`src/rtl/crp_pkg.sv`:
```
// Clock replacer package: command and state codes, frame entry layout, field widths.
// Self-contained; imported by clock_page_replacer_top.
package crp_pkg;

  localparam int NUM_FRAMES_DEF = 64;

  localparam int CMD_W   = 2;
  localparam int IDX_W   = 6;
  localparam int COUNT_W = 7;

  typedef enum logic [CMD_W-1:0] {
    CMD_VICTIM = 2'd0,
    CMD_PIN    = 2'd1,
    CMD_UNPIN  = 2'd2
  } cmd_t;

  typedef enum logic [2:0] {
    ST_CLEAR,
    ST_IDLE,
    ST_MOD,
    ST_SWEEP
  } state_t;

  typedef struct packed {
    logic pinned;
    logic referenced;
  } entry_t;

endpackage

```
`src/rtl/clock_page_replacer_top.sv`:
```
// Clock (second-chance) page replacer: pin, unpin and victim sweep over frame memory.
// Pin, unpin, unknown command or victim with no evictable frame: a read-modify-write state
// with busy high, then the result is registered onto done as busy falls.
// Victim sweep: one frame visited per cycle (up to 2*NUM_FRAMES frames), set by the single memory
// read port; the chosen frame is registered onto done, with busy already low.
// Reset: a clearing pass writes every frame pinned, busy held high.
// Results cannot be stalled by the receiver; done marks a single-cycle result.
// Depends on crp_pkg and crp_ram.
module clock_page_replacer_top
  import crp_pkg::*;
#(
  parameter int NUM_FRAMES = NUM_FRAMES_DEF
) (
  input  logic               clk,
  input  logic               rst,
  input  logic               start,
  output logic               busy,
  input  logic [CMD_W-1:0]   command,
  input  logic [IDX_W-1:0]   frame_index,
  output logic               done,
  output logic               found,
  output logic [IDX_W-1:0]   victim_frame,
  output logic [COUNT_W-1:0] evictable_count
);

  localparam int AW = $clog2(NUM_FRAMES);
  localparam int CW = $clog2(NUM_FRAMES + 1);
  // Wide enough to compare the frame index port against NUM_FRAMES.
  localparam int IW = ((AW > IDX_W) ? AW : IDX_W) + 1;
  localparam logic [AW-1:0] LAST = AW'(NUM_FRAMES - 1);

  // Control and state registers
  state_t        state, state_next;
  logic [AW-1:0] hand, hand_next;
  logic [CW-1:0] count, count_next;
  // Address under examination; doubles as the clearing counter after reset.
  logic [AW-1:0] cur, cur_next;
  cmd_t          cmd_q;
  logic          in_range_q;

  // Result registers
  logic               done_next;
  logic               found_next;
  logic [IDX_W-1:0]   victim_frame_next;
  logic [COUNT_W-1:0] evictable_count_next;

  // Frame memory ports
  logic          wr_en, rd_en;
  logic [AW-1:0] wr_addr, rd_addr;
  entry_t        wr_data, rd_data;

  logic [IW-1:0] idx_wide;
  logic          idx_in_range;
  logic          accept;
  logic [AW-1:0] cur_inc;

  assign idx_wide     = IW'(frame_index);
  assign idx_in_range = idx_wide < IW'(NUM_FRAMES);
  assign busy         = (state != ST_IDLE);
  assign accept       = start && !busy;
  assign cur_inc      = (cur == LAST) ? '0 : cur + AW'(1);

  crp_ram #(
    .WIDTH ($bits(entry_t)),
    .DEPTH (NUM_FRAMES)
  ) u_frames (
    .clk     (clk),
    .wr_en   (wr_en),
    .wr_addr (wr_addr),
    .wr_data (wr_data),
    .rd_en   (rd_en),
    .rd_addr (rd_addr),
    .rd_data (rd_data)
  );

  always_ff @(posedge clk) begin
    if (rst) begin
      state <= ST_CLEAR;
      hand  <= '0;
      count <= '0;
      cur   <= '0;
      done  <= 1'b0;
    end else begin
      state <= state_next;
      hand  <= hand_next;
      count <= count_next;
      cur   <= cur_next;
      done  <= done_next;
    end
  end

  // Payload: captured command and result fields need no reset.
  always_ff @(posedge clk) begin
    if (accept) begin
      cmd_q      <= cmd_t'(command);
      in_range_q <= idx_in_range;
    end
    if (done_next) begin
      found           <= found_next;
      victim_frame    <= victim_frame_next;
      evictable_count <= evictable_count_next;
    end
  end

  always_comb begin
    state_next           = state;
    hand_next            = hand;
    count_next           = count;
    cur_next             = cur;
    done_next            = 1'b0;
    found_next           = 1'b0;
    victim_frame_next    = '0;
    evictable_count_next = COUNT_W'(count);
    wr_en                = 1'b0;
    wr_addr              = cur;
    wr_data              = '{pinned: 1'b1, referenced: 1'b0};
    rd_en                = 1'b0;
    rd_addr              = cur;

    unique case (state)
      ST_CLEAR: begin
        // Sweep every frame to pinned, unreferenced.
        wr_en    = 1'b1;
        cur_next = cur_inc;
        if (cur == LAST) begin
          state_next = ST_IDLE;
        end
      end

      ST_IDLE: begin
        if (accept) begin
          rd_en = 1'b1;
          if (cmd_t'(command) == CMD_VICTIM && count != '0) begin
            // Start the sweep at the hand.
            rd_addr    = hand;
            cur_next   = hand;
            state_next = ST_SWEEP;
          end else begin
            rd_addr    = idx_wide[AW-1:0];
            cur_next   = idx_wide[AW-1:0];
            state_next = ST_MOD;
          end
        end
      end

      ST_MOD: begin
        // Read-modify-write of the addressed frame, then report.
        priority case (1'b1)
          (cmd_q == CMD_PIN) && in_range_q && !rd_data.pinned: begin
            wr_en   = 1'b1;
            wr_data = '{pinned: 1'b1, referenced: rd_data.referenced};
            if (count != '0) begin
              count_next = count - CW'(1);
            end
          end
          (cmd_q == CMD_UNPIN) && in_range_q && rd_data.pinned: begin
            wr_en      = 1'b1;
            wr_data    = '{pinned: 1'b0, referenced: 1'b1};
            count_next = count + CW'(1);
          end
          default: begin
          end
        endcase
        done_next            = 1'b1;
        evictable_count_next = COUNT_W'(count_next);
        state_next           = ST_IDLE;
      end

      ST_SWEEP: begin
        if (rd_data.pinned) begin
          // Skip; read the next frame.
          rd_en    = 1'b1;
          rd_addr  = cur_inc;
          cur_next = cur_inc;
        end else if (rd_data.referenced) begin
          // Drop the second chance and move on.
          wr_en    = 1'b1;
          wr_data  = '{pinned: 1'b0, referenced: 1'b0};
          rd_en    = 1'b1;
          rd_addr  = cur_inc;
          cur_next = cur_inc;
        end else begin
          // Victim: pin it and park the hand one past it.
          wr_en                = 1'b1;
          wr_data              = '{pinned: 1'b1, referenced: 1'b0};
          count_next           = count - CW'(1);
          hand_next            = cur_inc;
          done_next            = 1'b1;
          found_next           = 1'b1;
          victim_frame_next    = IDX_W'(cur);
          evictable_count_next = COUNT_W'(count_next);
          state_next           = ST_IDLE;
        end
      end

      default: begin
        state_next = ST_CLEAR;
        cur_next   = '0;
      end
    endcase
  end

  // The count never exceeds the number of frames.
  a_count_bound: assert property (@(posedge clk) disable iff (rst)
    count <= CW'(NUM_FRAMES))
    else $error("evictable count above frame total");

  // The hand stays inside the frame range.
  a_hand_bound: assert property (@(posedge clk) disable iff (rst)
    hand <= LAST)
    else $error("clock hand out of range");

  // A write and a read of the same frame never coincide.
  a_no_rw_clash: assert property (@(posedge clk) disable iff (rst)
    (wr_en && rd_en) |-> (wr_addr != rd_addr))
    else $error("frame memory read and write collide");

  // A found result only comes out of a sweep.
  a_found_from_sweep: assert property (@(posedge clk) disable iff (rst)
    (done && found) |-> ($past(state) == ST_SWEEP))
    else $error("found reported outside a sweep");

  // Non-victim transfers report their result without a sweep.
  a_short_latency: assert property (@(posedge clk) disable iff (rst)
    (accept && cmd_t'(command) != CMD_VICTIM) |-> ##2 done)
    else $error("pin or unpin result missing");

endmodule

```
`src/rtl/crp_ram.sv`:
```
// Generic simple dual-port RAM: one write port, one read port with registered data.
// No dependencies.
module crp_ram #(
  parameter int WIDTH = 2,
  parameter int DEPTH = 64
) (
  input  logic                     clk,
  input  logic                     wr_en,
  input  logic [$clog2(DEPTH)-1:0] wr_addr,
  input  logic [WIDTH-1:0]         wr_data,
  input  logic                     rd_en,
  input  logic [$clog2(DEPTH)-1:0] rd_addr,
  output logic [WIDTH-1:0]         rd_data
);

  logic [WIDTH-1:0] mem [DEPTH];

  always_ff @(posedge clk) begin
    if (wr_en) begin
      mem[wr_addr] <= wr_data;
    end
    if (rd_en) begin
      rd_data <= mem[rd_addr];
    end
  end

endmodule

```
`config.mk`:
```
export PLATFORM = sky130hd
export DESIGN_NAME = clock_page_replacer_top
export DESIGN_NICKNAME = d
export VERILOG_FILES = /design/src/rtl/crp_pkg.sv /design/src/rtl/clock_page_replacer_top.sv /design/src/rtl/crp_ram.sv
export SDC_FILE = /design/constraint.sdc
export NUM_CORES = 1
export LEC_CHECK = 0
export BUFFER_PORTS_ARGS = -buffer_cell sky130_fd_sc_hd__clkbuf_2
export CORE_AREA = 2 2 129 162
export DETAILED_ROUTE_END_ITERATION = 8
export DIE_AREA = 0 0 131 164
export PLACE_DENSITY = 0.52
export SLEW_MARGIN = 20
export SYNTH_ARGS = -nofsm -noshare
export SYNTH_HDL_FRONTEND = slang
export SYNTH_SLANG_ARGS = --single-unit
```
`constraint.sdc`:
```
create_clock -name clk -period 4.43 [get_ports clk]
set_input_delay 0.2215 -clock clk [delete_from_list [all_inputs] [get_ports clk]]
set_output_delay 0.2215 -clock clk [all_outputs]
set_load 0.05 [all_outputs]
```
## After elaboration in Yosys (flattened, before gate mapping)

Memory sizes are Yosys's and may differ from the RTL's. A register that Yosys moved wholly into a read port is not among the register bits.
Cells that the tools add are included.
W data, S select, Z words.

| operators by class | value |
|---|---|
| $add $sub $neg | 3 |
| $lt $le $gt $ge | 1 |
| equal/unequal tests | 11 |
| mux-type cells | 37 |
| bitwise gates (word level) | 3 |
| reduce and logical (&&, ||, !) cells | 14 |

Operators with widths:

| kind | count |
|---|---|
| $mux W7 | 5 |
| $mux W6 | 5 |
| $pmux W6 S4 | 1 |
| $pmux W7 S2 | 1 |
| $mux W3 | 4 |
| $pmux W3 S4 | 1 |
| $pmux W6 S2 | 1 |
| $mux W1 | 11 |
| $mux W2 | 4 |
| $ne A2 B2 Y1 const B | 4 |
| $add A7 B1 Y7 const B | 1 |
| $lt A6 B7 Y1 const B | 1 |
| $reduce_bool A7 Y1 | 1 |
| $sub A7 B1 Y7 const B | 1 |
| $add A6 B1 Y6 const B | 1 |
| $eq A3 B2 Y1 const B | 2 |
| $eq A6 B6 Y1 const B | 1 |
| $logic_and A1 B1 Y1 | 6 |
| $pmux W1 S2 | 2 |
| $pmux W2 S2 | 1 |
| $reduce_and A4 Y1 | 1 |
| $eq A3 B1 Y1 const B | 1 |
| $logic_not A3 Y1 | 1 |
| $ne A3 B1 Y1 const B | 1 |
| 8 further kinds | 11 |

| word-level totals | value |
|---|---|
| register bits | 40 |
| memory bits (writable) | 128 |
| bits of input ports | 11 |
| memories kept | 1 |

Memories:

| memory | words | bits a word | rd ports | clocked after memory_dff | write ports | line | RTL |
|---|---|---|---|---|---|---|---|
| u_frames.mem | 64 | 2 | 1 | 1 | 1 | crp_ram.sv:16 | `logic [WIDTH-1:0] mem [DEPTH];` |

## Depth between registers and ports, before layout

Gate-level depths: netlist of the first run.

| depth | value |
|---|---|
| depth in word-level cells | 8 |
| mapped depth | 14 |
| mapped depth without buffers | 10 |

## Hierarchy

Synthesis of the first run repeated with hierarchy kept, for this count alone.

| unflattened totals | value |
|---|---|
| cell total of the unflattened synthesis | 571 |
| area, all modules | 7629.8 µm² |

Modules (own cells, without submodules):

| module | times used | cells an instance | area an instance (µm²) | seq. area each (µm²) |
|---|---|---|---|---|
| crp_ram | 1 | 324 | 5417.7 | 3903.7 |
| clock_page_replacer_top | 1 | 247 | 2212.1 | 920.9 |

## Worst setup path before layout of the first run

Ideal clock, no wire load.

| timing path | value |
|---|---|
| path kind | register to register |
| start | reg cur[0] |
| end | reg u_frames.rd_data[0], read port of u_frames.mem, data pin |
| arrival | 2660 ps |
| data required time | 4164 ps |
| path slack | 1505 ps |
| stages on the path, launching flop included | 11 |
| cell sequence | dfxtp_1 ha_1 nand2_1 o211a_2 a311o_2 nor2_4 buf_6 mux2_2 a221o_1 nor4_1 nor4_1 |

| on the way | value |
|---|---|
| cells in the longest elaborated chain, start to end | 5 |

RTL lines:

| item | line | RTL |
|---|---|---|
| from (decl) | clock_page_replacer_top.sv:37 | `logic [AW-1:0] cur, cur_next;` |
| from (signal assigned) | clock_page_replacer_top.sv:87 | `cur <= cur_next;` |
| $add A6 B1 Y6 / $eq A6 B6 Y1 (equally long branches) | clock_page_replacer_top.sv:61 | `assign cur_inc = (cur == LAST) ? '0 : cur + AW'(1);` |
| $mux W6 | clock_page_replacer_top.sv:61 |  |
| $mux W6 (2 in series) | -- |  |
| $pmux W6 S2 * | clock_page_replacer_top.sv:120 | `unique case (state)` |
| to (decl) | crp_ram.sv:13 | `output logic [WIDTH-1:0] rd_data` |

Every way passes the cells marked *; elsewhere a longest branch is shown, timed or not.
A chain may end at the register's enable or synchronous reset.

## Final worst setup path of the first run

| timing path | value |
|---|---|
| start | reg cur[1] |
| end | reg u_frames.rd_data[0], read port of u_frames.mem, data pin |

The elaborated chain is that of the path after synthesis.

==> run metrics, run 1 <==
endpoint class of the critical path=register; Synth async-reset ratio=0%; FF+latch count, synth=around 170; Leak=about 3.1 nW; xor/xnor share of the synthesized area=0.334%; Routed Antenna Nets=0; number of diodes=0; GR Layer Usage met2=between 30 and 40%; sequential area share after synthesis=61.4%; HP Class=in -> reg; # IOs=27; clock sinks=168; largest net degree at the start of global routing=65; met1 usage in global routing=27.7%; total nets after synthesis=705; grt met3 use=3.32%; main combinational cell family by area after synthesis=simple AND/OR/NAND/NOR gates; worst slew pin tran=793 ps; Yosys warning count=0; fmax=249 MHz; global-route wire length before repair=around 34,000 um; full die area=21,500 sq um; TritonCTS clock tree=yes; Hold Fails Final Rpt=0; DR vias=5,622; Via density=~5.6; drt total wl=around 22,000 um; setup TNS=0 ps; CP Class=reg -> reg; global placement routability congestion=0.920; Worst EP arrival=4170 ps; initial DRC count=580; Max Slew Vio Count=0; WL/cell=approximately 22 um; Clock Latency Late Sink=430 ps; final HPWL from detailed placement=15,400 um; Pwr per Cell Area=384 nW/um^2; CP required=4590 ps; Synth cell types=approximately 80; commonest cells after routing, fill and taps aside=edfxtp_1, nand2_1, nor2_1; core area=between 15,000 and 20,000 sq um; Port Buffer Count=26; final period utilization=90.6%; maxcap violations=0; RSZ-0062 raised after global routing=false; number of global-route vias before repair=approximately 5.7k; Rows=58; Total GRT Usage=between 20 and 25%; min cycle time layout=4010 ps; antenna violations before repair=0; Tot Pwr=3.42 mW; DIE HEIGHT=164 um; CTS Hold Bufs=2; grt peak-use layer=met2; Synth Area in Compound Gates=between 10% and 20%; Post-CTS Resized=0; grt ovf=0; relative slew slack=47.1%; Initial DRT Pass Iterations=5; Peak supply drop=between 0.2 and 0.3 mV; Post-Syn Instances=691; post-CTS setup buffers=0; Initial Utilization=39.4%; residual DRC count=0; Max FO, Critical Path=23; Synth Area in Simple Gates=18.7%; clk buf depth=2; Synth Area in Adders=0.477%; clock-pin slew on the worst setup and hold paths=70 ps; nets@finish=between 700 and 800; synthesis-to-layout area growth=13.4%; status=complete, no violations; mux cell area share after synthesis=approximately 4.8%; ratio of cells with drive above 1 in the final layout=15.2%; root buf cell=clkbuf_16; final setup vio count=0; Post-synth EDFFs=between 100 and 150; clock skew=6.77 ps; CTS HTree Levels=4; Cell Area, Synth=7860 sq um; TritonCTS buffer count=17; syn avg cell area=about 11 sq um; CP Launch Type=register; most common cell after layout, fill and taps aside=edfxtp_1; Top FF cell, synth=edfxtp_1; Die Wd=131 um
state kept, by name, indices dropped and copies added, names as in the netlist:
name / count
cmd_q: 2
state: 2
evictable_count: 7
u_frames.mem: 128
cur: 6
hand: 6
victim_frame: 6
u_frames.rd_data: 2
count: 7
found: 1
done: 1
per-stage QoR:
step | cell area [sq um] | std cells | utilization, % | setup WS [ps] | hold WS (ps)
detailed placement | 8310 | 972 | 41.6 | 496 | 437
floorplan | 7860 | 691 | - | 1500 | 293
global placement | 8300 | 972 | 41.6 | 607 | 428
global route | 8920 | 1006 | 44.7 | 124 | 215
CTS | 8920 | 1006 | 44.7 | 482 | 172
finish | 8920 | 1006 | 44.7 | 418 | 178
where the power goes:
group          switching, mW  total, mW  internal [mW]
clock                  0.667       1.51          0.846
sequential           0.00692       1.71           1.70
combinational          0.137      0.202         0.0654
total                  0.811       3.42           2.61
final cells by class:
class,instances,area [sq um]
Timing Repair Buffer,48,300
Sequential cell,168,4820
Multi-Input combinational cell,478,2830
Clock buffer,18,429
Tap cell,270,338
Clock inverter,14,159
Inverter,10,37.5
Fill cell,1880,11000
synth_stat cells (all sizes together) (3+ instances only):
master  count  share of area [%]
a211oi     10                1.1
a21o        3               0.29
a21oi      24                1.5
a22oi       3               0.29
a311oi      6               0.97
a31oi       9               0.72
and2        3               0.24
and3        9               0.72
buf        20                1.8
clkbuf     15               0.72
dfxtp      22                5.6
edfxtp    146                 56
ha          3               0.48
inv        10               0.48
mux2        8                1.2
mux2i      24                3.1
nand2     106                5.1
nand2b      9               0.72
nand3      40                2.5
nand4       3               0.43
nor2      103                5.1
nor2b      11               0.88
nor3        8               0.51
nor4        4               0.48
o211ai      3               0.29
o21ai      22                1.4
o221ai      6               0.67
o22ai       9               0.72
or2         3               0.24
or3         5               0.40
xnor2       3               0.33
layer usage:
layer	up-vias	routed length, um
li1	2628	-
met1	2756	9290
met2	189	11200
met3	49	989
met4	0	743
met5	-	0
critical path, cell delays in order (launching register included):
cell     delay (ps)
dfxtp_1         550
ha_1            350
nand2_1         160
o211a_2         330
a311o_2         450
nor2_4          640
buf_4           320
mux2i_1         250
nor3_1           70
nor4_1          480
nor4_1          120
kinds of logic (layout without fill, tap and decap cells):
logic type,after synthesis,in the layout
buffers and inverters,45,90
XOR/XNOR,3,3
AND/OR/NAND/NOR,315,315
flip-flops,168,168
AO/OA/AOI/OAI,123,123
multiplexers,34,34
adder cells (fa/ha/maj),3,3
final timing paths:
path,startpoint,to,slack [ps],cells past startpoint
max reg2reg,cur[1],u_frames.rd_data[0],420,10
min reg2reg,hand[0],hand[0],460,2
max,cur[1],u_frames.rd_data[0],420,10
min,start,state[0],180,4
Note: power is estimated with default switching activity, not from simulation.
==> inputs of run 2 (changes only) <==
ABC_AREA = 1   (was default)
CAP_MARGIN = 20   (was default)
CORE_AREA = 2 2 133 167   (was 2 2 129 162)
DIE_AREA = 0 0 135 169   (was 0 0 131 164)
==> run 2 against run 1 <==
  * Combinational power is 8% higher
  * Clock power is 3% higher
  * Largest cell class unchanged
  * Non-clock buffer count is 10 lower
  * Utilization is 0.94 points lower
  * Total power is 1.8% higher
  * Clock-buffer cell count is 1 higher
  * Setup slack better by 680 ps
==> run metrics, run 2 <==
setup TNS=0 ps; residual DRC count=0; DRT met1 WL=9560 um; Peak supply drop=~0.27 mV; number of global-route vias before repair=around 6.3k; antenna violations before repair=0; Synth cell types=between 40 and 50; total nets after synthesis=~930; largest net degree at the start of global routing=between 60 and 70; status=complete, no violations; post-CTS setup buffers=0; Top FF cell, synth=edfxtp_1; clock skew=9.91 ps; Biggest register=u_frames.mem; drt total wl=22,200 um; CTS Hold Bufs=2; final HPWL from detailed placement=14,200 um; final period utilization=about three quarters; worst slew pin tran=a little over 700 ps; # IOs=27; syn avg cell area=9.13 sq um; ratio of cells with drive above 1 in the final layout=10.2%; nets@finish=about 940; Initial DRT Pass Iterations=5; hold endpoint=state[1]; Largest register FFs=128; Met3 Wirelength=1050 um; Worst EP arrival=3510 ps; Synth top area share=52.5%; DR vias=6,475; Cell Area, Synth=8350 sq um; WL/cell=18.2 um; Clock Latency Late Sink=approximately 430 ps; Area contributors post-synth=edfxtp_1, nand3_1, inv_1; commonest cells after routing, fill and taps aside=inv_1, edfxtp_1, nand3_1; relative slew slack=52.1%; most frequent cell after synthesis=inv_1; synthesis-to-layout area growth=11.7%; Worst R2R End=u_frames.rd_data[0]; Hold Path Origin=rst; CP required=4610 ps; root buf cell=clkbuf_16; Total GRT Usage=20.1%; Max FO, Critical Path=68; core area=~21,000 sq um; TritonCTS buffer count=17; CP Launch Type=register; Rows=60; fmax=around 300 MHz; most common cell after layout, fill and taps aside=inv_1; Port Buffer Count=26; initial DRC count=roughly 530; Final Util=roughly 44%; Routed Antenna Nets=0; sequential area share after synthesis=57.8%; metal2 WL=11,100 um; clock sinks=168; Yosys warning count=0; global-route wire length before repair=34,700 um; Via density=5.31; Post-Syn Instances=914; Leak=3.88 nW; global placement routability congestion=0.860; DIE HEIGHT=169 um; Top Layer Used=met4; TritonCTS clock tree=yes; Post-synth EDFFs=146; hold path cells=2; Worst Reg-to-Reg Cells=14; RSZ-0062 raised after global routing=false; maxcap violations=0; FF+latch count, synth=168; cell taking the most area after synthesis=edfxtp_1; HP Class=in -> reg; clk buf depth=2; Max Slew Vio Count=0; Hold Fails Final Rpt=0; Synth async-reset ratio=0%; Post-CTS Resized=0; grt ovf=0; final setup vio count=0; largest registers=u_frames.mem: 128 flops, count: 7 flops, evictable_count: 7 flops; Initial Utilization=39.2%; CP Class=reg -> reg; clock-pin slew on the worst setup and hold paths=around 70 ps; Finished Layout Cells=1,219; Pwr per Cell Area=374 nW/um^2; cell count after placement=1,185; Die Wd=135 um; endpoint class of the critical path=register; R2R Path Start=state[0]; reg2reg setup slack=around 1100 ps; CTS HTree Levels=4; min cycle time layout=3330 ps; full die area=~23,000 sq um; number of diodes=0; Commonest cells post-synth=inv_1, edfxtp_1, nand3_1, nand2_1, nor2_1
==> run 2: cell types whose count changed after synthesis, sizes merged, moves of 7 or more <==
cell / delta
and3: -9
inv: +165
nor2b: -11
nand2: +14
nor2: -7
mux2i: -24
a211oi: -9
buf: +7
nand4: +65
nand2b: -9
mux2: -8
nand3: +102
o22ai: -8
==> run 2: routing by layer <==
layer	vias up	global-route usage, %
met2	215	34.3
met3	37	2.99
met4	0	6.93
met5	-	0
met1	3081	26.0
li1	3142	-
==> run 2: worst max-delay path by stage <==
| stage | from | end | slack, ps | depth (start not counted) |
|---|---|---|---|---|
| final | state[0] | u_frames.rd_data[0] | 1100 | 14 |
| after global routing | cur[0] | u_frames.rd_data[1] | 820 | 17 |
| after CTS | u_frames.rd_data[1] | u_frames.rd_data[0] | 1120 | 15 |
| after detailed placement | u_frames.rd_data[1] | u_frames.rd_data[0] | 1130 | 15 |
| after global placement | u_frames.rd_data[1] | u_frames.rd_data[0] | 1080 | 15 |
| after floorplan | u_frames.rd_data[1] | u_frames.mem[0][0] | 1340 | 3 |
==> run 2: where the power goes <==
group	internal (mW)	switching, mW	total (mW)
registers	1.70	0.00872	1.71
clock network	0.910	0.646	1.56
logic	0.0656	0.152	0.218
==> run 2: cells by family after synthesis <==
logic type	synth area share [%]
xor+xnor	0.524
buf+inv	10.6
simple gates	25.5
compound gates	5.08
flops	57.8
fa+ha+maj	0.450
==> run 2: final cells by class <==
cell class	instances	area, sq um
multi-input cells	525	2650
clock buffers	19	443
inverters	177	664
clock inverters	13	168
well taps	279	349
repair buffers	38	225
fillers	2198	12000
flip-flops and latches	168	4820
==> run 2: metrics by stage <==
step / setup slack [ps] / power, mW / hold WS (ps) / cell area [sq um]
5_1_grt: 816 / 3.60 / 219 / 9330
3_3_place_gp: 1080 / 1.96 / 418 / 8690
6_report: 1100 / 3.49 / 227 / 9330
4_1_cts: 1120 / 3.51 / 197 / 9330
3_5_place_dp: 1130 / 1.96 / 416 / 8690
2_1_floorplan: 1340 / 1.90 / 300 / 8350
==> run 2: worst max-delay path: stages, from the launching register on <==
cell and delay, ps:
dfxtp_1 600, nand2_1 170, nor2_2 370, nand3_1 120, nand2_1 90, inv_2 230, nand3_2 150, buf_4 580
nand2_1 110, nand3_1 100, nand3_1 90, nand3_1 170, nand3_1 90, nand3_1 120, nand2_1 70
==> inputs of run 3 (changes only) <==
clock period = 3.4 ns   (was 4.43 ns; I/O delays follow)
==> run 3 against run 2 <==
  * First-iteration DRC count shrank 4.3%
  * Global-route usage grew 0.75 points
  * Clock skew grew 5.8 ps
  * Utilization grew 0.68 points
  * Routed wire length grew 2.2%
  * Die area is the same
  * Non-clock buffer count grew 14
  * Sequential share of layout area shrank 0.79 points
  * Cell count grew 1.1%
  * Register-to-register slack lost 770 ps
  * Critical path depth grew 3
  * Total power grew 32%
==> run metrics, run 3 (synthesized netlist as in run 2, its figures left out) <==
Peak supply drop=0.321 mV; Tot Pwr=~4.6 mW; final worst slack=324 ps; relative slew slack=44.7%; min cycle time layout=approximately 3100 ps; CP required=3700 ps; full die area=approximately 23,000 sq um; core area=around 21,000 sq um; antenna violations before repair=0; TritonCTS clock tree=yes; largest net degree at the start of global routing=65; Slowest Stage Delay on Critical Path=640 ps; placed cell areas=between 8000 and 9000 sq um; initial DRC count=509; residual DRC count=0; Max FO, Critical Path=17; TritonCTS buffer count=17; RSZ-0062 raised after global routing=false; Final Util=44.4%; Initial Utilization=~39%; DR vias=~6.5k; Total GRT Usage=20.8%; grt ovf=0; Pwr per Cell Area=485 nW/um^2; HP Class=in -> reg; final setup vio count=0; WL/cell=18.4 um; Largest register FFs=~130; Worst EP arrival=3370 ps; Port Buffer Count=26; Worst path most repeated cell=nand3_1; commonest cells after routing, fill and taps aside=inv_1, edfxtp_1, nand3_1; CP top delay family=simple AND/OR/NAND/NOR gates; cell count after placement=1,199; largest registers=u_frames.mem: 128 flops, count: 7 flops, evictable_count: 7 flops; global-route wire length before repair=36,000 um; status=complete, no violations; number of global-route vias before repair=6,390; Hold Fails Final Rpt=0; final HPWL from detailed placement=around 15,000 um; Clock Latency Late Sink=430 ps; endpoint class of the critical path=register; clock sinks=~170; synthesis-to-layout area growth=13.4%; # IOs=27; Die Wd=135 um; Routed Antenna Nets=0; maxcap violations=0; DIE HEIGHT=roughly 170 um; worst slew pin tran=approximately 830 ps; final period utilization=90.5%; global placement routability congestion=0.879; Via density=5.26; CP Class=reg -> reg; clock-pin slew on the worst setup and hold paths=70 ps; worst path bufs/invs=2; final hold slack=171 ps; crit-path cells=inv_1 > ha_1 > nand2_2 > nor2_4 > nand2_4 > nand2_4 > nand2_1 > nand3_1 > nand2_1 > nor2_2 > buf_4 > nand3_1 > nand3_1 > nand3_1 > nand3_1 > nand3_1 > nand2_1; fmax=~330 MHz; number of diodes=0; clk buf depth=2; most common cell after layout, fill and taps aside=inv_1; ratio of cells with drive above 1 in the final layout=a little under an eighth; setup TNS=0 ps; cell at the slowest stage of the critical path=nor2_2; Finished Layout Cells=1,233; Max Slew Vio Count=0; clock skew=15.7 ps; Rows=60; root buf cell=clkbuf_16; Setup WS pre-CTS=351 ps; Initial DRT Pass Iterations=5; Biggest register=u_frames.mem; nets@finish=955; CTS HTree Levels=4; CP Launch Type=register; fin area=9470 sq um; drt total wl=about 23,000 um; Leak=3.97 nW
==> run 3: cell types whose count changed in the layout (fill, tap and decap cells not counted) <==
cell	previous run	this run
clkbuf_1	1	2
bufinv_16	3	4
clkinv_4	0	2
buf_4	10	22
clkinvlp_4	4	2
clkinv_2	0	1
inv_6	5	4
clkinv_1	3	2
clkbuf_8	1	0
buf_12	0	2
==> run 3: repair_timing <==
| item | CTS | global route |
|---|---|---|
| hold endpoints to repair | 2 | 0 |
| gates resized for setup | 0 | 0 |
| hold buffers | 2 | 0 |
| buffers inserted | 0 | 0 |
==> run 3: layer usage <==
metal  routed length, um  vias to the layer above  GRT usage [%]
li1                    -                     3159              -
met1                9820                     3118           26.8
met4                 492                        0           7.29
met5                   0                        -              0
met2               11500                      169           36.0
met3                 804                       35           2.76
==> run 3: layout make-up <==
cell class                 instances  area (sq um)
clock inverter                    13           193
multi-input combinational        525          2650
inverter                         177           664
sequential                       168          4820
clock buffer                      19           433
timing repair buffer              52           355
fill                            2164         11900
tap                              279           349
==> run 3: final timing paths <==
kind / from / to / cells past startpoint / slack, ps
max: count[1] / u_frames.rd_data[0] / 17 / 320
min: rst / count[3] / 2 / 170
max reg2reg: count[1] / u_frames.rd_data[0] / 17 / 320
min reg2reg: hand[1] / hand[1] / 2 / 470
==> run 3: power by group <==
group / switching (mW) / leakage, nW / internal (mW) / total (mW)
clock network: 0.826 / 0.299 / 1.24 / 2.07
registers: 0.00526 / 1.54 / 2.22 / 2.22
logic: 0.208 / 2.14 / 0.0952 / 0.303
